`config.mk`:
```
export PLATFORM = sky130hd
export DESIGN_NAME = slip_frame_codec
export DESIGN_NICKNAME = d
export VERILOG_FILES = /design/src/rtl/sfc_pkg.sv /design/src/rtl/sfc_front.sv /design/src/rtl/sfc_queue.sv /design/src/rtl/sfc_back.sv /design/src/rtl/slip_frame_codec.sv
export SDC_FILE = /design/constraint.sdc
export NUM_CORES = 1
export LEC_CHECK = 0
export BUFFER_PORTS_ARGS = -buffer_cell sky130_fd_sc_hd__clkbuf_2
export CELL_PAD_IN_SITES_DETAIL_PLACEMENT = 0
export CELL_PAD_IN_SITES_GLOBAL_PLACEMENT = 1
export CORE_MARGIN = 10
export CORE_UTILIZATION = 56
export CTS_BUF_LIST = sky130_fd_sc_hd__clkbuf_4 sky130_fd_sc_hd__clkbuf_8 sky130_fd_sc_hd__clkbuf_16
export DETAILED_ROUTE_END_ITERATION = 8
export PLACE_DENSITY_LB_ADDON = 0.1
export SYNTH_ARGS = -nofsm -noshare
export SYNTH_HDL_FRONTEND = slang
export SYNTH_HIERARCHICAL = 1
export SYNTH_SLANG_ARGS = --single-unit
```
`constraint.sdc`:
```
create_clock -name clock -period 7.2 [get_ports clock]
set_input_delay 0.36 -clock clock [delete_from_list [all_inputs] [get_ports clock]]
set_output_delay 0.36 -clock clock [all_outputs]
set_load 0.02 [all_outputs]
```
`src/rtl/sfc_pkg.sv`:
```
package sfc_pkg;

   // SLIP special characters
   localparam logic [7:0] SLIP_END     = 8'hC0;
   localparam logic [7:0] SLIP_ESC     = 8'hDB;
   localparam logic [7:0] SLIP_ESC_END = 8'hDC;
   localparam logic [7:0] SLIP_ESC_ESC = 8'hDD;

   // most results one request can cause (END, ESC, ESC_x, END)
   localparam int MAX_RESULTS = 4;
   localparam int SLOT_IDX_W  = $clog2(MAX_RESULTS);

   // default depth of the plan queue between front and back
   localparam int QUEUE_DEPTH = 2;

   // direction register codes
   typedef enum logic {
      DIR_ENCODE = 1'b0,
      DIR_DECODE = 1'b1
   } dir_type;

   // result kinds
   typedef enum logic [1:0] {
      KIND_DATA    = 2'd0,
      KIND_END_OK  = 2'd1,
      KIND_END_ERR = 2'd2
   } kind_type;

   // one result
   typedef struct packed {
      logic [7:0] data;
      kind_type   kind;
   } slot_type;

   // all results of one request: count minus one, then the slots in order
   typedef struct packed {
      logic [SLOT_IDX_W-1:0]         last_idx;
      slot_type [MAX_RESULTS-1:0]    slot;
   } plan_type;

   // queue head as seen by the back end
   typedef struct packed {
      logic     valid;
      plan_type plan;
   } head_type;

endpackage

```
`src/rtl/sfc_front.sv`:
```
module sfc_front
   import sfc_pkg::*;
(
   input  logic       clock,
   input  logic       reset,
   input  logic       csr_write_enable,
   input  logic       csr_write_data,
   input  logic       req_valid,
   output logic       req_ready,
   input  logic [7:0] req_data_byte,
   input  logic       req_first_of_message,
   input  logic       req_last_of_message,
   input  logic       queue_full,
   output logic       push,
   output plan_type   push_plan
);

   dir_type direction_ff, direction_in;
   logic    escape_pending_ff, escape_pending_in;
   logic    discarding_ff, discarding_in;
   logic    accept;
   logic    [2:0] count;

   assign req_ready = !queue_full;
   assign accept    = req_valid && req_ready;
   assign push      = accept && (count != 3'd0);

   // classify the request and build its list of results
   always_comb begin
      logic [2:0] n;
      logic       esc_n;
      logic       disc_n;
      n      = 3'd0;
      esc_n  = escape_pending_ff;
      disc_n = discarding_ff;
      push_plan = '0;
      if (direction_ff == DIR_ENCODE) begin
         if (req_first_of_message) begin
            push_plan.slot[n[SLOT_IDX_W-1:0]] = '{data: SLIP_END, kind: KIND_DATA};
            n = n + 3'd1;
         end
         if (req_data_byte == SLIP_END || req_data_byte == SLIP_ESC) begin
            push_plan.slot[n[SLOT_IDX_W-1:0]] = '{data: SLIP_ESC, kind: KIND_DATA};
            n = n + 3'd1;
            push_plan.slot[n[SLOT_IDX_W-1:0]] =
               '{data: (req_data_byte == SLIP_END) ? SLIP_ESC_END : SLIP_ESC_ESC,
                 kind: KIND_DATA};
            n = n + 3'd1;
         end else begin
            push_plan.slot[n[SLOT_IDX_W-1:0]] = '{data: req_data_byte, kind: KIND_DATA};
            n = n + 3'd1;
         end
         if (req_last_of_message) begin
            push_plan.slot[n[SLOT_IDX_W-1:0]] = '{data: SLIP_END, kind: KIND_DATA};
            n = n + 3'd1;
         end
      end else begin
         if (!discarding_ff) begin
            if (escape_pending_ff) begin
               esc_n = 1'b0;
               if (req_data_byte == SLIP_ESC_END) begin
                  push_plan.slot[n[SLOT_IDX_W-1:0]] = '{data: SLIP_END, kind: KIND_DATA};
                  n = n + 3'd1;
               end else if (req_data_byte == SLIP_ESC_ESC) begin
                  push_plan.slot[n[SLOT_IDX_W-1:0]] = '{data: SLIP_ESC, kind: KIND_DATA};
                  n = n + 3'd1;
               end else begin
                  disc_n = 1'b1;
               end
            end else if (req_data_byte == SLIP_ESC) begin
               esc_n = 1'b1;
            end else if (req_data_byte != SLIP_END) begin
               push_plan.slot[n[SLOT_IDX_W-1:0]] = '{data: req_data_byte, kind: KIND_DATA};
               n = n + 3'd1;
            end
         end
         // end-of-message report
         if (req_last_of_message) begin
            push_plan.slot[n[SLOT_IDX_W-1:0]] =
               '{data: 8'h00, kind: (disc_n || esc_n) ? KIND_END_ERR : KIND_END_OK};
            n      = n + 3'd1;
            esc_n  = 1'b0;
            disc_n = 1'b0;
         end
      end
      count              = n;
      push_plan.last_idx = SLOT_IDX_W'(n - 3'd1);
      escape_pending_in  = esc_n;
      discarding_in      = disc_n;
   end

   assign direction_in = csr_write_enable ? dir_type'(csr_write_data) : direction_ff;

   // direction register and decoder state
   always_ff @(posedge clock) begin
      if (reset) begin
         direction_ff      <= DIR_ENCODE;
         escape_pending_ff <= 1'b0;
         discarding_ff     <= 1'b0;
      end else begin
         direction_ff <= direction_in;
         if (accept && direction_ff == DIR_DECODE) begin
            escape_pending_ff <= escape_pending_in;
            discarding_ff     <= discarding_in;
         end
      end
   end

endmodule

```
`src/rtl/sfc_queue.sv`:
```
module sfc_queue
   import sfc_pkg::*;
#(
   parameter int Depth = QUEUE_DEPTH
)(
   input  logic     clock,
   input  logic     reset,
   input  logic     push,
   input  plan_type push_plan,
   output logic     full,
   input  logic     pop,
   output head_type head
);

   localparam int PtrW = (Depth > 1) ? $clog2(Depth) : 1;
   localparam int CntW = $clog2(Depth + 1);

   plan_type            entry_ff [Depth];
   logic [PtrW-1:0]     wr_ptr_ff, wr_ptr_in;
   logic [PtrW-1:0]     rd_ptr_ff, rd_ptr_in;
   logic [CntW-1:0]     count_ff, count_in;
   logic                do_push, do_pop;

   assign full       = (count_ff == CntW'(Depth));
   assign head.valid = (count_ff != '0);
   assign head.plan  = entry_ff[rd_ptr_ff];
   assign do_push    = push && !full;
   assign do_pop     = pop && head.valid;

   // pointer and fill count update
   always_comb begin
      wr_ptr_in = wr_ptr_ff;
      rd_ptr_in = rd_ptr_ff;
      count_in  = count_ff;
      if (do_push) begin
         wr_ptr_in = (wr_ptr_ff == PtrW'(Depth - 1)) ? '0 : wr_ptr_ff + 1'b1;
      end
      if (do_pop) begin
         rd_ptr_in = (rd_ptr_ff == PtrW'(Depth - 1)) ? '0 : rd_ptr_ff + 1'b1;
      end
      if (do_push && !do_pop) begin
         count_in = count_ff + 1'b1;
      end else if (do_pop && !do_push) begin
         count_in = count_ff - 1'b1;
      end
   end

   always_ff @(posedge clock) begin
      if (reset) begin
         wr_ptr_ff <= '0;
         rd_ptr_ff <= '0;
         count_ff  <= '0;
      end else begin
         wr_ptr_ff <= wr_ptr_in;
         rd_ptr_ff <= rd_ptr_in;
         count_ff  <= count_in;
      end
   end

   // entry storage, no reset
   always_ff @(posedge clock) begin
      if (do_push) begin
         entry_ff[wr_ptr_ff] <= push_plan;
      end
   end

endmodule

```
`src/rtl/sfc_back.sv`:
```
module sfc_back
   import sfc_pkg::*;
(
   input  logic       clock,
   input  logic       reset,
   input  head_type   head,
   output logic       pop,
   output logic       rsp_valid,
   input  logic       rsp_ready,
   output logic [7:0] rsp_out_byte,
   output logic [1:0] rsp_kind,
   output logic       rsp_last_of_run
);

   logic [SLOT_IDX_W-1:0] idx_ff, idx_in;
   logic                  valid_ff, valid_in;
   logic [7:0]            byte_ff, byte_in;
   kind_type              kind_ff, kind_in;
   logic                  last_ff, last_in;
   logic                  load;
   logic                  at_last;
   slot_type              cur;

   // output register takes a new result when empty or being drained
   assign load    = !valid_ff || rsp_ready;
   assign at_last = (idx_ff == head.plan.last_idx);
   assign cur     = head.plan.slot[idx_ff];
   assign pop     = load && head.valid && at_last;

   always_comb begin
      idx_in   = idx_ff;
      valid_in = valid_ff;
      byte_in  = byte_ff;
      kind_in  = kind_ff;
      last_in  = last_ff;
      if (load) begin
         valid_in = head.valid;
         if (head.valid) begin
            byte_in = cur.data;
            kind_in = cur.kind;
            last_in = at_last;
            idx_in  = at_last ? '0 : idx_ff + 1'b1;
         end
      end
   end

   always_ff @(posedge clock) begin
      if (reset) begin
         idx_ff   <= '0;
         valid_ff <= 1'b0;
      end else begin
         idx_ff   <= idx_in;
         valid_ff <= valid_in;
      end
   end

   // result payload, no reset
   always_ff @(posedge clock) begin
      byte_ff <= byte_in;
      kind_ff <= kind_in;
      last_ff <= last_in;
   end

   assign rsp_valid       = valid_ff;
   assign rsp_out_byte    = byte_ff;
   assign rsp_kind        = kind_ff;
   assign rsp_last_of_run = last_ff;

endmodule

```
`src/rtl/slip_frame_codec.sv`:
```
// Channel    Ports                                  Moves
// request    req_valid/req_ready, req_*             one stream or message byte
// response   rsp_valid/rsp_ready, rsp_*             one result (byte or end report)
// csr        csr_write_enable, csr_write_data       direction, 0 encode / 1 decode
//
// A request turns into 0..4 results; the back end sends one result per cycle
// while rsp_ready allows it; a request with no results is not queued.
// Plain bytes flow at one request per cycle while the plan queue has room;
// escape pairs and END framing stall the front only once the plan queue
// (Depth entries) fills up. Results pass the queue, then the output register.
// Synchronous reset clears direction, decoder flags, queue and output valid.
module slip_frame_codec
   import sfc_pkg::*;
#(
   parameter int Depth = QUEUE_DEPTH
)(
   input  logic       clock,
   input  logic       reset,
   input  logic       csr_write_enable,
   input  logic       csr_write_data,
   input  logic       req_valid,
   output logic       req_ready,
   input  logic [7:0] req_data_byte,
   input  logic       req_first_of_message,
   input  logic       req_last_of_message,
   output logic       rsp_valid,
   input  logic       rsp_ready,
   output logic [7:0] rsp_out_byte,
   output logic [1:0] rsp_kind,
   output logic       rsp_last_of_run
);

   logic     push;
   plan_type push_plan;
   logic     queue_full;
   logic     pop;
   head_type head;

   sfc_front u_front (
      .clock                (clock),
      .reset                (reset),
      .csr_write_enable     (csr_write_enable),
      .csr_write_data       (csr_write_data),
      .req_valid            (req_valid),
      .req_ready            (req_ready),
      .req_data_byte        (req_data_byte),
      .req_first_of_message (req_first_of_message),
      .req_last_of_message  (req_last_of_message),
      .queue_full           (queue_full),
      .push                 (push),
      .push_plan            (push_plan)
   );

   sfc_queue #(
      .Depth (Depth)
   ) u_queue (
      .clock     (clock),
      .reset     (reset),
      .push      (push),
      .push_plan (push_plan),
      .full      (queue_full),
      .pop       (pop),
      .head      (head)
   );

   sfc_back u_back (
      .clock           (clock),
      .reset           (reset),
      .head            (head),
      .pop             (pop),
      .rsp_valid       (rsp_valid),
      .rsp_ready       (rsp_ready),
      .rsp_out_byte    (rsp_out_byte),
      .rsp_kind        (rsp_kind),
      .rsp_last_of_run (rsp_last_of_run)
   );

endmodule

```
Yosys cells after proc, flatten, opt, wreduce, memory -nomap -nowiden
Memory sizes are Yosys's and may differ from the RTL's. A register that Yosys moved wholly into a read port is not among the register bits.
Cells that the tools add are included.
{ "totals": {"register_bits": 21, "ramBits": 84, "input_bits": 16, "word_cells": 132, "memories": 1} }
{ "memory_table": {"columns": ["memory", "words", "width", "rd", "rd_clocked_by_memory_dff", "wr", "line_no", "text"], "rows": [
  ["u_queue.entry_ff", 2, 42, 1, 1, 1, "sfc_queue.sv:18", "plan_type entry_ff [Depth];"]
]} }
{ "classes": {"add_sub_neg": 10, "order_cmp": 9, "eq_ne": 7, "n_mux": 63, "bitwise_logic": 6, "n_reduce_logical": 25} }
{ "ops": {"columns": ["operator", "count"], "rows": [
  ["40-bit two-way mux", 5],
  ["10-bit two-way mux", 14],
  ["40-bit bitwise mux", 3],
  ["10-bit demux with 2-bit select", 4],
  ["3-bit two-way mux", 11],
  ["32-bit bitwise AND", 1],
  ["8-bit equality test (second input constant)", 4],
  ["32-bit NOT", 1],
  ["6-bit by 24-bit bitwise OR with 24-bit output", 1],
  ["1-bit two-way mux", 21],
  ["10-bit binary-select mux with 2-bit select", 1],
  ["4-bit by 16-bit bitwise AND with 16-bit output", 1],
  ["16-bit NOT", 1],
  ["2-bit by 3-bit < comparator with 1-bit output (second input constant)", 5],
  ["1-bit logical AND", 13],
  ["3-bit by 1-bit adder with 3-bit output (second input constant)", 4],
  ["2-bit by 1-bit greater-or-equal comparator with 1-bit output (second input constant)", 4],
  ["2-bit two-way mux", 4],
  ["8-bit inequality test (second input constant)", 1],
  ["8-bit bitwise OR", 1],
  ["2-bit by 1-bit adder with 2-bit output (second input constant)", 2],
  ["1-bit zero test", 4],
  ["2-bit AND reduction", 2],
  ["2-bit nonzero test", 2],
  ["other kinds (6)", 10]
]} }

Longest topological paths before layout
Gate-level depths: netlist of the first run.
{ "logic_depth": {"word_depth": 16, "mapped_depth": 16, "depth_no_buf": 16} }

Hierarchy
The synthesis of the first run kept the hierarchy.
{ "modules_own_cells": {"columns": ["module", "instances", "cells_per_inst", "area_each_um2", "seq_area_each_um2"], "rows": [
  ["sfc_queue", 1, 156, 3240.6, 2622.5],
  ["sfc_front", 1, 113, 812.0, 60.1],
  ["sfc_back", 1, 46, 787.0, 390.4]
]} }

Worst setup path after synthesis of the first run
Ideal clock, no wire load.
{ "synth_timing": {"kind": "input-to-reg", "from": "input req_data_byte[1]", "to": "memory u_queue/entry_ff[0][0] (netlist bit), enable pin", "arrival_ps": 3413, "setup_slack_ps": 3390, "cell_stages": 13, "path_buffers": 0, "cell_sequence": "or4_4 -> a21o_4 -> inv_6 -> ha_1 -> xor2_1 -> nor2_1 -> a21oi_1 -> ha_1 -> nand2b_1 -> and3_1 -> inv_1 -> or3_1 -> inv_1"} }
{ "synth_via": {"elab_chain_len": 14, "elab_cells_between_ends": 25, "cone_classes": "2 x add/sub; 5 x eq/ne; 14 x mux; 4 x reduce/logical"} }
{ "synth_rtl": {"columns": ["element", "line_no", "text"], "rows": [
  ["start, declared", "slip_frame_codec.sv:23", "input logic [7:0] req_data_byte,"],
  ["8-bit inequality test or 8-bit equality test (tied branches)", "sfc_front.sv:72, sfc_front.sv:64", null],
  ["1-bit two-way mux, on equally long branches", "sfc_front.sv:72, sfc_front.sv:64", null],
  ["3-bit two-way mux, on equally long branches", "sfc_front.sv:70, sfc_front.sv:61", null],
  ["3-bit two-way mux", "sfc_front.sv:59", "if (escape_pending_ff) begin"],
  ["3-bit two-way mux", "sfc_front.sv:58", "if (!discarding_ff) begin"],
  ["3-bit two-way mux", "sfc_front.sv:37", "if (direction_ff == DIR_ENCODE) begin"],
  ["3-bit by 1-bit adder with 3-bit output", "sfc_front.sv:81", "n = n + 3'd1;"],
  ["3-bit two-way mux", "sfc_front.sv:78", "if (req_last_of_message) begin"],
  ["3-bit two-way mux *", "sfc_front.sv:37", null],
  ["3-bit nonzero test *", "sfc_front.sv:26", "assign push = accept && (count != 3'd0);"],
  ["1-bit logical AND *", "sfc_front.sv:26", null],
  ["via push", "slip_frame_codec.sv:33", "logic push;"],
  ["1-bit logical AND *", "sfc_queue.sv:27", "assign do_push = push && !full;"],
  ["1-bit two-way mux *", "sfc_queue.sv:62", "if (do_push) begin"],
  ["1-bit two-way mux (implied by the code) *", "sfc_queue.sv:63", "entry_ff[wr_ptr_ff] <= push_plan;"],
  ["end, declared", "sfc_queue.sv:18", null]
]} }
The timed path passes the listed nets; every way through them passes the cells marked *. The select of a mux whose other input is x is not followed.

Worst setup path in the final report of the first run
{ "layout_timing": {"from": "input req_data_byte[1]", "to": "memory u_queue/entry_ff[0][26] (netlist bit), enable pin"} }
Same word-level chain as after synthesis.

==> results.sh, run 1 <==
export IMPL_path_max_fanout=30
export IMPL_dieArea_um2=12800
export IMPL_gp_congestion=0.811
export IMPL_drive_gt1_frac=0.308
export IMPL_syn_inst=315
export IMPL_nFillCells=636
export IMPL_drtIter0Drc=84
export IMPL_setup_violations=0
export IMPL_insertedDiodeCount=0
export IMPL_initial_utilization=0.583
export IMPL_r2r_start="u_front/direction_ff"
export IMPL_hold_class="primary input to flip-flop"
export IMPL_synth_top_cell_by_area="edfxtp_1"
export IMPL_antenna_found_initial=0
export IMPL_hp_start="csr_write_data"
export IMPL_fmax_mhz=260
export IMPL_post_cts_setup_buffers=0
export IMPL_grt_pass1_wl_um=13700
export IMPL_portBuffers=28
export IMPL_vdd_drop_max_uv=187
export IMPL_nets=360
export IMPL_root_buffer="clkbuf_8"
export IMPL_path_clk_slew_ps=100
export IMPL_worst_pin_slew_ps=1080
export IMPL_ys_ff_latch=106
export IMPL_period_needed_ps=3840
export IMPL_cp_end_kind="flip-flop"
export IMPL_holdBufCountCts=0
export IMPL_startpoint="req_data_byte[1]"
export IMPL_synth_area_um2=4840
export IMPL_async_flop_share=0
export IMPL_cap_viol_max_count=0
export IMPL_die_x_um=113
export IMPL_dpl_cell_count=433
export IMPL_power_static_leakage_nw=1.81
export IMPL_clkSinkCount=106
export IMPL_routed_wl_um=8580
export IMPL_worstSetupPathType="primary input to flip-flop"
export IMPL_setup_tns_ps=0
export IMPL_status="finished, final reports clean"
export IMPL_io_pins=29
export IMPL_skew_ps=12.4
export IMPL_cts_resized=0
export IMPL_core_area_um2=8300
export IMPL_grt_max_degree=43
export IMPL_final_cell_mix="edfxtp_1 (95), mux2_2 (42), clkbuf_2 (28), nor2_1 (23), conb_1 (13)"
export IMPL_crit_path_start_kind="primary input"
export IMPL_required_ps=7220
export IMPL_wl_per_cell_um=19.1
export IMPL_die_y_um=113
export IMPL_regArea_um2=3070
export IMPL_dr_total_vias=2536
export IMPL_clk_latency_ps=360
export IMPL_ys_warn_count=6
export IMPL_synth_top_area_frac=0.589
export IMPL_multi_input_area_um2=1550
export IMPL_cts_tree="built"
export IMPL_synth_flop_cell="edfxtp_1"
export IMPL_cp_arrival_ps=3860
export IMPL_first_pass_iters=4
export IMPL_cts_buffers=9
export IMPL_rsz0062_at_grt="no"
export IMPL_grt_use_total=0.135
export IMPL_power_density_nw_per_um2=332
export IMPL_min_period_over_period=0.533
export IMPL_row_count=33
export IMPL_drcViolationCount=0
export IMPL_vias_per_cell=5.65
export IMPL_cts_path_max_buffers=2
export IMPL_slew_headroom=0.278
export IMPL_ys_top_cells_by_area="edfxtp_1 (59%), mux2_2 (9.8%), dfxtp_1 (4.6%)"
export IMPL_h_tree_depth=3
export IMPL_synth_cell_type_count=55
export IMPL_yosysSeqAreaShare=0.635
export IMPL_dp_hpwl_um=5670
export IMPL_synth_edf_count=95
export IMPL_area_growth_pct=6.13
export IMPL_hold_viol_final=0
export IMPL_layout_commonest_cell="edfxtp_1"
export IMPL_overflow=0
export IMPL_synth_avg_cell_area_um2=15.4
export IMPL_grt_pass1_vias=2627
export IMPL_fin_cells=449
export IMPL_ant_nets=0
export IMPL_slew_viol_final=0
==> worst max-delay path: stages <==
cell and delay [ps]:
clkbuf_2 110, or4_4 550, a21o_4 280, inv_6 90, ha_1 170, nor2b_1 380, and2_1 280, nand2b_1 130
and3_1 150, inv_1 50, or3_1 360, inv_1 440, buf_4 480
==> cell families after synthesis <==
| kind of cell | share of synthesized area |
|---|---|
| muxes | 0.152 |
| and+or+nand+nor | 0.0770 |
| xor gates and xnor gates | 0.0109 |
| AOI/OAI and AO/OA | 0.0564 |
| buffers and inverters | 0.0548 |
| other | 0.000775 |
| adders and majority gates | 0.0129 |
| DFF | 0.635 |
==> state kept, by name (all words and copies together), names as in the netlist, named ones only <==
| name | flops |
|---|---|
| u_back/idx_ff | 2 |
| u_back/rsp_last_of_run | 1 |
| u_queue/count_ff | 2 |
| u_queue/rd_ptr_ff | 1 |
| u_queue/entry_ff | 84 |
| u_front/direction_ff | 1 |
| u_queue/wr_ptr_ff | 1 |
| u_back/rsp_kind | 2 |
| u_back/rsp_valid | 1 |
| u_front/escape_pending_ff | 1 |
| u_front/discarding_ff | 1 |
| u_back/rsp_out_byte | 8 |
==> synth_stat cells, types with 3 or more instances <==
cell / count
nand2_1: 4
nor3_1: 7
inv_1: 10
nand2b_1: 4
mux2_2: 42
nor2b_1: 3
buf_4: 18
buf_6: 3
and2_1: 5
xor2_1: 6
mux4_1: 5
nor2_1: 23
buf_2: 6
ha_1: 5
and3_1: 3
o211ai_1: 3
edfxtp_1: 95
mux4_2: 5
o21ai_0: 3
dfxtp_1: 11
a21oi_1: 11
==> per-layer routing <==
layer  vias up  track usage  part of all wire
met5         -            0                 0
met4         0       0.0355            0.0092
met3         7       0.0375             0.040
met2        43        0.222              0.50
met1      1266        0.173              0.45
li1       1220            -                 -
==> where the power goes <==
group | switching [W] | total (W) | leakage (nW) | internal (W)
combinational | 0.000233 | 0.000426 | 0.734 | 0.000193
sequential | 0.0000785 | 0.000935 | 0.975 | 0.000856
clock | 0.000206 | 0.000344 | 0.0983 | 0.000138
total | 0.000518 | 0.00170 | 1.81 | 0.00119
==> worst paths after layout <==
path,slack (ps),cells after the start,end
setup / recovery,3360,13,u_queue/entry_ff[0][26]
hold / removal,250,3,u_front/direction_ff
setup reg to reg,3890,8,u_queue/entry_ff[0][26]
hold reg to reg,500,2,u_queue/wr_ptr_ff
==> cell type report <==
cell class | instances | area share
Sequential cell | 106 | 0.599
Tap cell | 105 | 0.0256
Inverter | 11 | 0.00901
Multi-Input combinational cell | 182 | 0.301
Timing Repair Buffer | 29 | 0.0287
Clock inverter | 6 | 0.0112
Clock buffer | 10 | 0.0256
==> metrics by stage <==
stage,power [W],utilization,area (µm²),hold slack (ps),setup WS [ps]
finish,0.00170,0.619,5140,250,3360
global route,0.00180,0.619,5140,284,3120
CTS,0.00173,0.619,5140,245,3380
detailed placement,0.00139,0.596,4950,488,2980
global placement,0.00137,0.596,4950,484,3070
floorplan,0.00127,-,4880,429,3390
Power figures use the tool's default switching activity.
==> run 2: changes to the inputs <==
CORE_UTILIZATION = 52   (was 56)
clock period = 3.55 ns   (was 7.2 ns; I/O delays follow)
==> run 2 against run 1 <==
Compared with the run above:
- non-clock buffer count up 12
- utilization down 4.4 points
- first-iteration DRC count up 92%
- die area up 6.3%
- global-route usage up 0.47 points
- flip-flop and latch count unchanged
- sequential power up 94%
- design area up 2.5%
- power up 110%
==> results.sh, run 2 (synthesis results as in run 1) <==
export IMPL_vias_per_cell=5.50
export IMPL_portBuffers=28
export IMPL_setup_violations=0
export IMPL_rsz0062_at_grt="no"
export IMPL_dieArea_um2=13600
export IMPL_grt_pass1_wl_um=14500
export IMPL_dr_total_vias=2570
export IMPL_worst_pin_slew_ps=771
export IMPL_path_cells="clkbuf_2 -> or4_4 -> a21o_4 -> inv_6 -> ha_1 -> xor2_1 -> nor2_1 -> a21oi_1 -> ha_1 -> nand2b_1 -> and3_1 -> inv_1 -> or3_1 -> clkinvlp_4 -> buf_12"
export IMPL_cp_arrival_ps=3130
export IMPL_drcViolationCount=0
export IMPL_final_cell_mix="edfxtp_1 (95), mux2_2 (42), clkbuf_2 (28), nor2_1 (23), conb_1 (13)"
export IMPL_io_pins=29
export IMPL_grt_max_degree=41
export IMPL_overflow=0
export IMPL_die_x_um=116
export IMPL_cts_resized=0
export IMPL_drive_gt1_frac=0.334
export IMPL_slew_headroom=0.485
export IMPL_root_buffer="clkbuf_8"
export IMPL_utilization=0.575
export IMPL_nets=372
export IMPL_antenna_found_initial=0
export IMPL_path_max_fanout=35
export IMPL_critical_path_max_stage_delay_ps=560
export IMPL_gp_congestion=0.822
export IMPL_drtIter0Drc=161
export IMPL_layout_commonest_cell="edfxtp_1"
export IMPL_vdd_drop_max_uv=364
export IMPL_min_period_over_period=0.866
export IMPL_row_count=35
export IMPL_holdBufCountCts=0
export IMPL_top_register="u_queue/entry_ff"
export IMPL_worst_path_buf_inv=5
export IMPL_cap_viol_max_count=0
export IMPL_power_static_leakage_nw=1.86
export IMPL_power_w=0.00351
export IMPL_dp_hpwl_um=5950
export IMPL_wl_per_cell_um=18.9
export IMPL_cp_end_kind="flip-flop"
export IMPL_crit_family="simple AND/OR/NAND/NOR gates"
export IMPL_h_tree_depth=3
export IMPL_ant_nets=0
export IMPL_setup_tns_ps=0
export IMPL_cts_tree="built"
export IMPL_skew_ps=10.6
export IMPL_hold_class="primary input to flip-flop"
export IMPL_crit_path_frequent_cell="ha_1"
export IMPL_area_growth_pct=8.79
export IMPL_period_needed_ps=3080
export IMPL_insertedDiodeCount=0
export IMPL_path_clk_slew_ps=90
export IMPL_initial_utilization=0.529
export IMPL_nFillCells=745
export IMPL_core_area_um2=9150
export IMPL_power_density_nw_per_um2=666
export IMPL_clkSinkCount=106
export IMPL_required_ps=3600
export IMPL_clk_latency_ps=360
export IMPL_worstSetupPathType="primary input to flip-flop"
export IMPL_routed_wl_um=8810
export IMPL_slew_viol_final=0
export IMPL_fmax_mhz=325
export IMPL_post_cts_setup_buffers=0
export IMPL_place_area_um2=5090
export IMPL_design_area_um2=5270
export IMPL_hold_viol_final=0
export IMPL_first_pass_iters=4
export IMPL_status="finished, final reports clean"
export IMPL_grt_pass1_vias=2735
export IMPL_grt_use_total=0.140
export IMPL_crit_slowest_cell="or4_4"
export IMPL_cts_buffers=9
export IMPL_crit_path_start_kind="primary input"
export IMPL_largest_reg_flops=84
export IMPL_cts_path_max_buffers=2
export IMPL_die_y_um=116
run 2: changes by cell type in the layout (fill, tap and decap cells not counted):
cell	before	now
clkinv_2	0	3
buf_12	0	3
inv_1	10	9
clkinvlp_4	0	3
buf_4	1	10
inv_6	2	1
clkinv_4	3	0
inv_8	2	1
clkbuf_4	1	0
clkbuf_8	9	10
run 2: metal layers:
layer | global-route usage | vias up | part of all wire
met3 | 0.0226 | 10 | 0.033
li1 | - | 1250 | -
met5 | 0 | - | 0
met4 | 0.0542 | 0 | 0.016
met2 | 0.236 | 44 | 0.50
met1 | 0.177 | 1266 | 0.45
run 2: worst register-to-register path, stage by stage (launching register included):
cell and delay [ps]:
dfxtp_1 420, and2_1 220, nor3_1 70, ha_1 280, a21oi_1 90, ha_1 260, nand2b_1 60, and3_1 150
inv_1 50, or3_1 400, clkinvlp_4 120, buf_12 220
run 2: through the flow:
step	setup WS (ps)	cells	hold WS, ps
after floorplan	276	327	247
after global placement	144	451	425
after detailed placement	109	451	420
after CTS	493	467	39.9
after global routing	233	467	71.0
final	475	467	56.0
run 2: path summary, 6_finish.rpt:
check,start,end,slack [ps],cells past startpoint
setup / recovery,req_data_byte[1],u_queue/entry_ff[0][24],470,15
hold reg to reg,u_queue/wr_ptr_ff,u_queue/wr_ptr_ff,510,2
setup reg to reg,u_front/escape_pending_ff,u_queue/entry_ff[0][24],870,11
hold / removal,csr_write_data,u_front/direction_ff,60,3
run 2: cell type report:
type	count	area (µm²)	area share
tap	111	139	0.0264
multi-input combinational	182	1550	0.294
clock inverter	6	41.3	0.00784
sequential	106	3070	0.584
timing repair buffer	41	275	0.0523
inverter	11	50.0	0.00951
clock buffer	10	138	0.0261
run 2: power breakdown:
part | switching, W | total [W] | internal [W]
combinational | 0.000569 | 0.00102 | 0.000450
clock | 0.000403 | 0.000679 | 0.000276
sequential | 0.0000769 | 0.00181 | 0.00173
